<file path="config.mk">
export PLATFORM = sky130hd
export DESIGN_NAME = case_insensitive_edit_distance_top
export DESIGN_NICKNAME = d
export VERILOG_FILES = /design/src/sv/ced_pkg.sv /design/src/sv/case_insensitive_edit_distance_top.sv /design/src/sv/ced_front.sv /design/src/sv/ced_back.sv
export SDC_FILE = /design/constraint.sdc
export NUM_CORES = 2
export LEC_CHECK = 0
export BUFFER_PORTS_ARGS = -buffer_cell sky130_fd_sc_hd__buf_2
export CAP_MARGIN = 20
export CORE_MARGIN = 2
export CORE_UTILIZATION = 60
export DETAILED_ROUTE_END_ITERATION = 8
export MAX_ROUTING_LAYER = met4
export PLACE_DENSITY = 0.87
export SKIP_LAST_GASP = 1
export SLEW_MARGIN = 0
export SYNTH_ARGS = -nofsm -noshare
export SYNTH_HDL_FRONTEND = slang
export SYNTH_SLANG_ARGS = --single-unit
</file>
<file path="constraint.sdc">
create_clock -name clk_i -period 10.6 [get_ports clk_i]
set_input_delay 2.12 -clock clk_i [delete_from_list [all_inputs] [get_ports clk_i]]
set_output_delay 2.12 -clock clk_i [all_outputs]
set_load 0.03 [all_outputs]
</file>
<file path="src/sv/ced_pkg.sv">
// Shared types and constants for the case-insensitive edit distance block.
package ced_pkg;
  localparam int unsigned MaxLen = 64;
  localparam int unsigned LenW = $clog2(MaxLen + 1);
  localparam int unsigned IdxW = (MaxLen > 1) ? $clog2(MaxLen) : 1;
  localparam int unsigned DistW = 7;
  localparam int unsigned CellW = LenW + 1;
  localparam int unsigned QDepth = 4;
  localparam int unsigned QPtrW = $clog2(QDepth);
  localparam int unsigned QCntW = $clog2(QDepth + 1);

  typedef enum logic [1:0] {
    OP_LOAD_A = 2'd0,
    OP_LOAD_B = 2'd1,
    OP_RUN    = 2'd2,
    OP_NONE   = 2'd3
  } op_e;

  typedef enum logic [1:0] {
    ST_IDLE,
    ST_INIT,
    ST_ROW,
    ST_DONE
  } eng_state_e;

  // Command handed from front to back part.
  typedef struct packed {
    op_e        op;
    logic [7:0] ch;
  } cmd_t;

  function automatic logic [7:0] fold_case(input logic [7:0] c);
    if (c >= 8'h41 && c <= 8'h5A) begin
      return c + 8'h20;
    end
    return c;
  endfunction
endpackage

</file>
<file path="src/sv/case_insensitive_edit_distance_top.sv">
// Top level of the case-insensitive edit distance block.
// Usage:
//  Input queue side: drive operation_i/char_code_i with push; an item is taken
//  when push is high and full is low. Operation 0 appends to the first string,
//  1 to the second, 2 computes the distance and clears both strings; 3 is dropped.
//  A four-entry command queue separates intake from the compute engine.
//  Result queue side: while empty is low, distance_o/overflowed_o show the
//  result; pop with empty low takes it.
//  Appends are taken whenever the engine idles. A compute passes through init,
//  one row state per first-string byte and done, one DP row per cycle as 64-bit
//  column delta vectors; no new command is taken until the engine idles again.
//  Reset clears lengths, the overflow flag, the queue and the result slot;
//  no clearing pass is needed.
//  If the receiver stalls, one result is held; a following compute waits and
//  the command queue fills, after which full rises.
module case_insensitive_edit_distance_top (
  input  logic                      clk_i,
  input  logic                      rst_ni,
  input  logic                      push,
  output logic                      full,
  input  logic [1:0]                operation_i,
  input  logic [7:0]                char_code_i,
  output logic                      empty,
  input  logic                      pop,
  output logic [ced_pkg::DistW-1:0] distance_o,
  output logic                      overflowed_o
);
  import ced_pkg::*;

  cmd_t cmd;
  logic cmd_valid, cmd_take;

  ced_front u_front (
    .clk_i, .rst_ni, .push, .full, .operation_i, .char_code_i,
    .cmd_valid_o(cmd_valid), .cmd_o(cmd), .cmd_take_i(cmd_take)
  );

  ced_back u_back (
    .clk_i, .rst_ni, .cmd_valid_i(cmd_valid), .cmd_i(cmd), .cmd_take_o(cmd_take),
    .empty, .pop, .distance_o, .overflowed_o
  );
endmodule

</file>
<file path="src/sv/ced_front.sv">
// Front part: accepts items, drops unused operations, queues commands.
module ced_front (
  input  logic          clk_i,
  input  logic          rst_ni,
  input  logic          push,
  output logic          full,
  input  logic [1:0]    operation_i,
  input  logic [7:0]    char_code_i,
  output logic          cmd_valid_o,
  output ced_pkg::cmd_t cmd_o,
  input  logic          cmd_take_i
);
  import ced_pkg::*;

  cmd_t              mem_q [QDepth];
  logic [QPtrW-1:0]  wptr_q, rptr_q;
  logic [QCntW-1:0]  cnt_q;
  logic              enq_en, deq_en;

  assign full        = (cnt_q == QCntW'(QDepth));
  assign cmd_valid_o = (cnt_q != '0);
  assign cmd_o       = mem_q[rptr_q];
  // Unused operation codes never enter the queue.
  assign enq_en = push && !full && (op_e'(operation_i) != OP_NONE);
  assign deq_en = cmd_take_i && cmd_valid_o;

  always_ff @(posedge clk_i) begin
    if (enq_en) begin
      mem_q[wptr_q] <= '{op: op_e'(operation_i), ch: char_code_i};
    end
  end

  always_ff @(posedge clk_i or negedge rst_ni) begin
    if (!rst_ni) begin
      wptr_q <= '0;
      rptr_q <= '0;
      cnt_q  <= '0;
    end else begin
      if (enq_en) wptr_q <= wptr_q + 1'b1;
      if (deq_en) rptr_q <= rptr_q + 1'b1;
      cnt_q <= cnt_q + QCntW'(enq_en) - QCntW'(deq_en);
    end
  end

  a_cnt_bound: assert property (@(posedge clk_i) disable iff (!rst_ni)
    cnt_q <= QCntW'(QDepth)) else $error("queue count overflow");
  a_no_none: assert property (@(posedge clk_i) disable iff (!rst_ni)
    enq_en |-> operation_i != OP_NONE) else $error("unused op queued");
  a_cnt_step: assert property (@(posedge clk_i) disable iff (!rst_ni)
    (enq_en && !deq_en) |=> cnt_q == $past(cnt_q) + 1'b1)
    else $error("queue count did not advance");
endmodule

</file>
<file path="src/sv/ced_back.sv">
// Back part: string stores, row-per-cycle distance engine and result register.
module ced_back (
  input  logic                        clk_i,
  input  logic                        rst_ni,
  input  logic                        cmd_valid_i,
  input  ced_pkg::cmd_t               cmd_i,
  output logic                        cmd_take_o,
  output logic                        empty,
  input  logic                        pop,
  output logic [ced_pkg::DistW-1:0]   distance_o,
  output logic                        overflowed_o
);
  import ced_pkg::*;

  logic [7:0]        a_q [MaxLen];
  logic [7:0]        b_q [MaxLen];
  logic [MaxLen-1:0] pv_q, mv_q;
  logic [MaxLen-1:0] bmask, btop, eq, d0, hp, hn, hp_s, hn_s;
  logic [CellW-1:0]  score_q, score_d;
  logic [LenW-1:0]   len_a_q, len_b_q, i_q;
  logic              ovf_q;
  eng_state_e        state_q, state_d;
  logic [7:0]        ca_q;
  logic              res_v_q, res_ovf_q;
  logic [DistW-1:0]  res_d_q;
  logic              start, load;

  // Loads are taken any time the engine idles; a run waits for a free result slot.
  assign load  = (state_q == ST_IDLE) && cmd_valid_i && (cmd_i.op != OP_RUN);
  assign start = (state_q == ST_IDLE) && cmd_valid_i && (cmd_i.op == OP_RUN) &&
                 (!res_v_q || pop);
  assign cmd_take_o = load || start;

  always_comb begin
    state_d = state_q;
    unique case (state_q)
      ST_IDLE: if (start) state_d = ST_INIT;
      ST_INIT: state_d = (len_a_q == '0) ? ST_DONE : ST_ROW;
      ST_ROW:  if (i_q == len_a_q) state_d = ST_DONE;
      ST_DONE: state_d = ST_IDLE;
      default: state_d = ST_IDLE;
    endcase
  end

  // Match vector of the current first-string byte against the second string;
  // positions past its length never match, and btop marks its last position.
  always_comb begin
    for (int j = 0; j < MaxLen; j++) begin
      bmask[j] = (LenW'(j) < len_b_q);
      btop[j]  = (LenW'(j + 1) == len_b_q);
      eq[j]    = bmask[j] && (ca_q == fold_case(b_q[j]));
    end
  end

  // One DP row per cycle as vertical delta vectors (bit-parallel form);
  // the last column value is tracked in score_q.
  assign d0   = (((eq & pv_q) + pv_q) ^ pv_q) | eq | mv_q;
  assign hp   = mv_q | ~(d0 | pv_q);
  assign hn   = d0 & pv_q;
  assign hp_s = {hp[MaxLen-2:0], 1'b1};
  assign hn_s = {hn[MaxLen-2:0], 1'b0};

  always_comb begin
    if ((len_b_q == '0) || (|(hp & btop))) score_d = score_q + 1'b1;
    else if (|(hn & btop)) score_d = score_q - 1'b1;
    else score_d = score_q;
  end

  always_ff @(posedge clk_i) begin
    if (load && cmd_i.op == OP_LOAD_A && len_a_q < LenW'(MaxLen))
      a_q[len_a_q[IdxW-1:0]] <= cmd_i.ch;
    if (load && cmd_i.op == OP_LOAD_B && len_b_q < LenW'(MaxLen))
      b_q[len_b_q[IdxW-1:0]] <= cmd_i.ch;
    if (state_q == ST_INIT) begin
      pv_q    <= '1;
      mv_q    <= '0;
      score_q <= CellW'(len_b_q);
      ca_q    <= fold_case(a_q[0]);
    end else if (state_q == ST_ROW) begin
      pv_q    <= hn_s | ~(d0 | hp_s);
      mv_q    <= hp_s & d0;
      score_q <= score_d;
      if (i_q < LenW'(MaxLen)) ca_q <= fold_case(a_q[i_q[IdxW-1:0]]);
    end
    if (state_q == ST_DONE) begin
      res_d_q   <= (score_q > CellW'(127)) ? DistW'(127) : DistW'(score_q);
      res_ovf_q <= ovf_q;
    end
  end

  always_ff @(posedge clk_i or negedge rst_ni) begin
    if (!rst_ni) begin
      state_q <= ST_IDLE;
      len_a_q <= '0;
      len_b_q <= '0;
      ovf_q   <= 1'b0;
      i_q     <= '0;
      res_v_q <= 1'b0;
    end else begin
      state_q <= state_d;
      if (load) begin
        if (cmd_i.op == OP_LOAD_A) begin
          if (len_a_q < LenW'(MaxLen)) len_a_q <= len_a_q + 1'b1;
          else ovf_q <= 1'b1;
        end else begin
          if (len_b_q < LenW'(MaxLen)) len_b_q <= len_b_q + 1'b1;
          else ovf_q <= 1'b1;
        end
      end
      if (state_q == ST_INIT) i_q <= LenW'(1);
      else if (state_q == ST_ROW) i_q <= i_q + 1'b1;
      if (state_q == ST_DONE) begin
        len_a_q <= '0;
        len_b_q <= '0;
        ovf_q   <= 1'b0;
        res_v_q <= 1'b1;
      end else if (pop && res_v_q) begin
        res_v_q <= 1'b0;
      end
    end
  end

  assign empty        = !res_v_q;
  assign distance_o   = res_d_q;
  assign overflowed_o = res_ovf_q;

  a_len_a: assert property (@(posedge clk_i) disable iff (!rst_ni)
    len_a_q <= LenW'(MaxLen)) else $error("first length beyond capacity");
  a_len_b: assert property (@(posedge clk_i) disable iff (!rst_ni)
    len_b_q <= LenW'(MaxLen)) else $error("second length beyond capacity");
  a_slot: assert property (@(posedge clk_i) disable iff (!rst_ni)
    start |-> (!res_v_q || pop)) else $error("run started with result slot busy");
  a_done: assert property (@(posedge clk_i) disable iff (!rst_ni)
    state_q == ST_DONE |=> res_v_q && state_q == ST_IDLE)
    else $error("result not posted");
endmodule
</file>
Yosys cells after proc, flatten, opt, wreduce, memory -nomap -nowiden
Memories as Yosys holds them, arrays and structs flattened.
Cells that the tools add are included.
Operators by class
  equality and inequality tests: 142
  order comparisons: 200
  bitwise gates (word level): 14
  muxes and demuxes: 236
  add/sub/neg operators: 76
  reductions and logical operators: 170
Operators by type and width (number)
  2-to-1 mux 8 bit: 137
  adder 8 x 6 -> 8 bit (second input constant): 66
  >= comparator 8 x 7 -> 1 bit (second input constant): 66
  <= comparator 8 x 7 -> 1 bit (second input constant): 66
  == test 8 bit: 64
  bitwise OR 64 bit: 6
  bitwise AND 64 bit: 5
  == test 6 x 7 -> 1 bit (first input constant): 32
  < comparator 6 x 7 -> 1 bit (first input constant): 32
  logical AND 1 bit: 142
  NOT 64 bit: 2
  OR reduction 64 bit: 2
  == test 5 x 7 -> 1 bit (first input constant): 16
  < comparator 5 x 7 -> 1 bit (first input constant): 16
  2-to-1 mux 1 bit: 84
  2-to-1 mux 7 bit: 12
  adder 64 bit: 1
  XOR 64 bit: 1
  == test 4 x 7 -> 1 bit (first input constant): 8
  < comparator 4 x 7 -> 1 bit (first input constant): 8
  == test 3 x 7 -> 1 bit (first input constant): 4
  < comparator 3 x 7 -> 1 bit (first input constant): 4
  adder 7 x 1 -> 7 bit (second input constant): 3
  < comparator 7 bit (second input constant): 3
  29 further kinds: 58
Storage, ports and cells
  output and inout bits: 10
  word-level logic and storage cells: 857
  RAM bits: 1064
  memories kept: 3
  flip-flop bits (word level): 184
  input bits: 14
Memories
  u_back.a_q: words 64, bits a word 8, rd ports 2, clocked after memory_dff 0, wr ports 1, line ced_back.sv:15  | logic [7:0] a_q [MaxLen];
  u_back.b_q: words 64, bits a word 8, rd ports 64, clocked after memory_dff 0, wr ports 1, line ced_back.sv:16  | logic [7:0] b_q [MaxLen];
  u_front.mem_q: words 4, bits a word 10, rd ports 1, clocked after memory_dff 0, wr ports 1, line ced_front.sv:15  | cmd_t mem_q [QDepth];

Longest topological paths before layout
An unclocked memory read counts as a cell.
  depth in word-level cells: 21
  mapped depth: 33
  depth with buffers taken out: 30

Hierarchy
From an unflattened synthesis, not the netlist that was laid out.
Second synthesis, totals
  cells, all modules: 5853
  area total of the unflattened synthesis: 68164.1 µm²
Modules (own cells, without submodules)
  ced_back: seq. area each 34648.2 µm², cells an instance 5765, times used 1, area an instance 66282.3 µm²
  ced_front: seq. area each 1376.3 µm², cells an instance 88, times used 1, area an instance 1881.8 µm²

Least setup slack after synthesis
Ideal clock, no wire load.
  path kind: flip-flop to flip-flop
  start: memory u_back.b_q[1][1]
  end: register u_back.score_q[7]
  setup slack: 4.379 ns
  buffers on the path: 0
  cell stages (with the launch flop): 30
  arrival: 6.128 ns
  setup time: 0.093 ns
  period minus slack after synthesis: 6.221 ns
  data required time: 10.507 ns
  cell sequence: edfxtp_1 > a21o_1 > a221oi_1 > mux2_2 > and3_1 > a211oi_1 > nor2_1 > ha_1 > inv_1 > o211ai_4 > a211oi_2 > o31ai_4 > a211oi_2 > o21ai_2 > or3b_1 > and4b_1 > or4b_1 > nor4_1 > nand4_1 > a311o_1 > clkinv_1 > ha_1 > a21o_1 > a21oi_1 > o21bai_1 > a21oi_1 > o21bai_1 > a21o_1 > a2111o_1 > o311ai_2
RTL lines
  from (decl): line ced_back.sv:16
  to (signal assigned): line ced_back.sv:77  | score_q <= CellW'(len_b_q);
  to (signal assigned): line ced_back.sv:82  | score_q <= score_d;
  to (decl): line ced_back.sv:19  | logic [CellW-1:0] score_q, score_d;

Worst setup path after layout
  start: register u_back.ca_q[0]
  end: register u_back.score_q[7]
On the way
  longest elaborated chain between the ends: 15
  elaborated cells on any way between the ends: 145
  those cells by class: add/sub (1); eq/ne (64); mux (1); bitwise (10); reduce/logical (69)
RTL lines
  from (decl): line ced_back.sv:23  | logic [7:0] ca_q;
  from (signal assigned): line ced_back.sv:78  | ca_q <= fold_case(a_q[0]);
  from (signal assigned): line ced_back.sv:83  | if (i_q < LenW'(MaxLen)) ca_q <= fold_case(a_q[i_q[IdxW-1:0]]);
  == test 8 bit: line ced_back.sv:51  | eq[j] = bmask[j] && (ca_q == fold_case(b_q[j]));
  logical AND 1 bit: line ced_back.sv:51
  bitwise AND 64 bit: line ced_back.sv:57  | assign d0 = (((eq & pv_q) + pv_q) ^ pv_q) | eq | mv_q;
  adder 64 bit: line ced_back.sv:57
  XOR 64 bit: line ced_back.sv:57
  bitwise OR 64 bit * (2 in a row): line ced_back.sv:57
  bitwise OR 64 bit: line ced_back.sv:58  | assign hp = mv_q | ~(d0 | pv_q);
  NOT 64 bit: line ced_back.sv:58
  bitwise OR 64 bit: line ced_back.sv:58
  bitwise AND 64 bit: line ced_back.sv:64  | if ((len_b_q == '0) || (|(hp & btop))) score_d = score_q + 1'b1;
  OR reduction 64 bit: line ced_back.sv:64
  logical OR 1 bit: line ced_back.sv:64
  nonzero test 2 bit (no line)
  AND reduction 2 bit (no line)
Mark *: on every way between the ends. The rest lies on a longest branch, timed or not.
A chain may end at the register's enable or synchronous reset.

==> results.cfg <==
[outcome]
status = finished, violations left
violations = design-rule violations

[grt]
grt_max_degree = 113
grt_usage_pct = 48.2
overflow = 0
grt_pass1_wl_um = 391000
antenna_found_initial = 20
grt_pass1_vias = 54100

[yosys]
yosysWarningCount = 0
synth_area_um2 = 68500
synthMuxAreaShare_pct = 6.81
synth_compound_area_share_pct = 14.1
synth_fa_ha_area_share_pct = 1.93
syn_nets = 5930
synth_ff_type = edfxtp_1
seq_area_frac_synth_pct = 52.6
synth_area_per_cell_um2 = 11.8
synth_edf_count = 1087
synth_seq_cells = 1248
synth_cell_type_count = 138
synthArstFlopShare_pct = 2.56
synth_top_family_by_area = simple AND/OR/NAND/NOR gates
synthCells = 5823
synth-simple-area-share_pct = 15.2
synth_xor_area_share_pct = 6.02

[critical_path]
slowest_delay_ns = 0.86
crit_slowest_cell = nor4_1
reg2reg_to = u_back.score_q[7]
crit_path_end = u_back.score_q[7]
start_kind = flip-flop
worstSetupPathType = flip-flop to flip-flop
path_buf_inv = 2
timing.critical_path.mode_cell = a21oi_1
cp.depth = 26
r2r_slack_ns = 1.14
critPathMaxFanout = 47
crit_arrival_ns = 10.15
timing.rr.start = u_back.ca_q[0]
cp-startpoint = u_back.ca_q[0]
r2r_cells = 26
cp_top_family = compound AO/OA/AOI/OAI gates
worstSetupEndpointType = flip-flop
worstPathRequired_ns = 11.29

[power_and_ir_drop]
ir_drop_v = 0.000458
power_density_nw_per_um2 = 267
power_mw = 19.8
leakagePower_nw = 24.7

[routing]
drt_wl_total_um = 279000
wl_per_cell_um = 37.7
firstDrtPassIters = 9
drc = 53
antenna_left = 0
vias = 57200
drt-vias-per-instance = 7.71
drt_iter0_drc = 10200

[floorplan]
die_width_um = 342
die_y_um = 342
fp-row-count = 123
fp.dieArea_um2 = 117000
coreArea_um2 = 113000
start_util_pct = 60.7
io_pins = 24

[place]
place_ws_ns = 1.57
dp.cells = 7151
placed_cell_area_um2 = 69800
gp_congestion = 1.08
io_buffer_count = 23
dp_hpwl_um = 182000

[run]
maxCapViolCount = 0

[timing]
hold_viol = 0
worstMarginPinSlew_ns = 1.22
relSlewSlack_pct = 18.8
rsz0062_at_grt = false
fin_tns_setup_ns = 0
final.setup.worst_slack_ns = 1.14
setup_viol = 0
fmax_ghz = 0.106
finClkSkew_ns = 0.0734
period_needed_ns = 9.46
drv_slew = 0
hold_ws_ns = 0.522
finalCritPeriodShare_pct = 89.2

[min_path]
worstHoldPathType = flip-flop to flip-flop

[clocking]
clock_latency_ns = 0.81
cts_buffer_depth = 3
cts_resized = 0
cts_tree = yes
htree_levels = 4
hold_buffers = 0
root_buffer = clkbuf_16
clk_pin_slew_ns = 0.07
numCtsBuffers = 131
cts.sinks = 1248
cts_post_setup_buffers_inserted = 0

[cells_and_area]
n_fill_cell = 7737
fin_nets = 5897
area_growth_pct = 8.38
fin_cells = 7418
drive_gt1_share_pct = 12.1
fin_util_pct = 65.8
final_area_um2 = 74200
==> layer usage <==
layer  track usage (%)  vias to the layer above  share of wire (%)  wire length, um
li1                  -                    22500                  -                -
met1              59.1                    27400                 34            94800
met2              70.6                     5603                 44           122000
met3              12.0                     1613                 13            36500
met4              32.6                        0                9.3            25900
met5                 -                        -                  0                0
==> where the power goes <==
group          switching [mW]  internal, mW
Sequential              0.629          6.41
Clock                    2.20          2.59
Combinational            5.68          2.32
==> sequential cells by signal (all words and copies together) (netlist names) <==
signal / count
u_back.distance_o: 7
u_front.rptr_q: 2
u_front.cnt_q: 3
u_back.len_a_q: 7
u_back.len_b_q: 7
u_back.b_q: 512
u_front.mem_q: 40
u_back.ca_q: 8
u_back.mv_q: 64
u_back.i_q: 7
u_back.a_q: 512
u_back.ovf_q: 1
u_front.wptr_q: 2
u_back.pv_q: 64
u_back.state_q: 2
u_back.score_q: 8
u_back.overflowed_o: 1
u_back.res_v_q: 1
==> synth_stat cells, types with 43 or more instances <==
| cell | count | area (um2) |
|---|---|---|
| edfxtp_1 | 1087 | 32600 |
| and2_1 | 49 | 307 |
| or2_2 | 61 | 382 |
| buf_6 | 44 | 495 |
| ha_1 | 91 | 1140 |
| or3_1 | 67 | 419 |
| a21oi_1 | 264 | 1320 |
| nor2_1 | 501 | 1880 |
| clkbuf_1 | 153 | 574 |
| dfxtp_1 | 129 | 2580 |
| o211ai_1 | 87 | 653 |
| nand2_1 | 425 | 1600 |
| nand2b_1 | 83 | 519 |
| nor2b_1 | 54 | 338 |
| a21o_1 | 43 | 323 |
| xor2_1 | 225 | 1970 |
| mux4_2 | 179 | 4030 |
| inv_1 | 156 | 586 |
| nand4_1 | 76 | 475 |
| nand3_1 | 130 | 651 |
| o21ai_0 | 165 | 826 |
| nor4_1 | 81 | 507 |
| o221ai_1 | 60 | 526 |
| nor3_1 | 203 | 1020 |
| a211oi_1 | 47 | 353 |
| xnor2_1 | 225 | 1970 |
==> worst register-to-register path: stages, from the launching register on <==
cell and delay [ns]:
edfxtp_1 0.57, buf_12 0.37, xor2_1 0.20, nor4_1 0.86, o2111ai_1 0.24, a21oi_1 0.41, and2_0 0.52, nand4b_1 0.36
o21ai_1 0.23, o21ai_1 0.52, o21a_1 0.37, nand2_1 0.22, o32ai_1 0.67, nor3_1 0.20, nor4bb_1 0.21, nand4_1 0.11
a311o_1 0.59, clkinv_1 0.51, ha_1 0.43, a21o_1 0.19, a21oi_1 0.25, o21bai_1 0.15, a21oi_1 0.31, o21bai_1 0.12
a21o_1 0.25, a2111o_1 0.42, o311ai_2 0.09
==> area by class of cell <==
cell class | instances | area (um2) | area share, %
clock buffers | 166 | 3510 | 4.73
flip-flops and latches | 1248 | 36000 | 48.6
well taps | 1500 | 1880 | 2.53
multi-input cells | 4115 | 30300 | 40.8
diodes | 25 | 62.6 | 0.0843
clock inverters | 70 | 803 | 1.08
repair buffers | 133 | 1050 | 1.41
inverters | 161 | 604 | 0.814
==> logic make-up after synthesis <==
family,count (synthesis)
mux,239
buf+inv,460
simple gates,2008
flops,1248
fa+ha+maj,107
compound gates,1301
xor+xnor,460
==> worst min path at each step <==
stage | startpoint | end | slack [ns] | cells past startpoint
after floorplan | u_back.ovf_q | u_back.overflowed_o | 0.43 | 0
final | u_back.pv_q[63] | u_back.pv_q[63] | 0.52 | 2
after global routing | u_back.ovf_q | u_back.overflowed_o | 0.52 | 0
after global placement | u_back.ovf_q | u_back.overflowed_o | 0.44 | 0
after CTS | u_back.ovf_q | u_back.overflowed_o | 0.50 | 0
after detailed placement | u_back.ovf_q | u_back.overflowed_o | 0.44 | 0
==> placed cells by master, fill, tap and decap left out, drive strengths merged, types with 90 or more instances in the layout <==
cell type and count:
dfxtp 129, nand3 130, nand2 426, mux4 179
xor2 228, nor2 503, o211ai 90, o21ai 185
edfxtp 1087, a21oi 265, inv 169, ha 91
nor3 205, buf 128, clkbuf 169, xnor2 229
No activity file was read; power rests on OpenSTA's default activity.
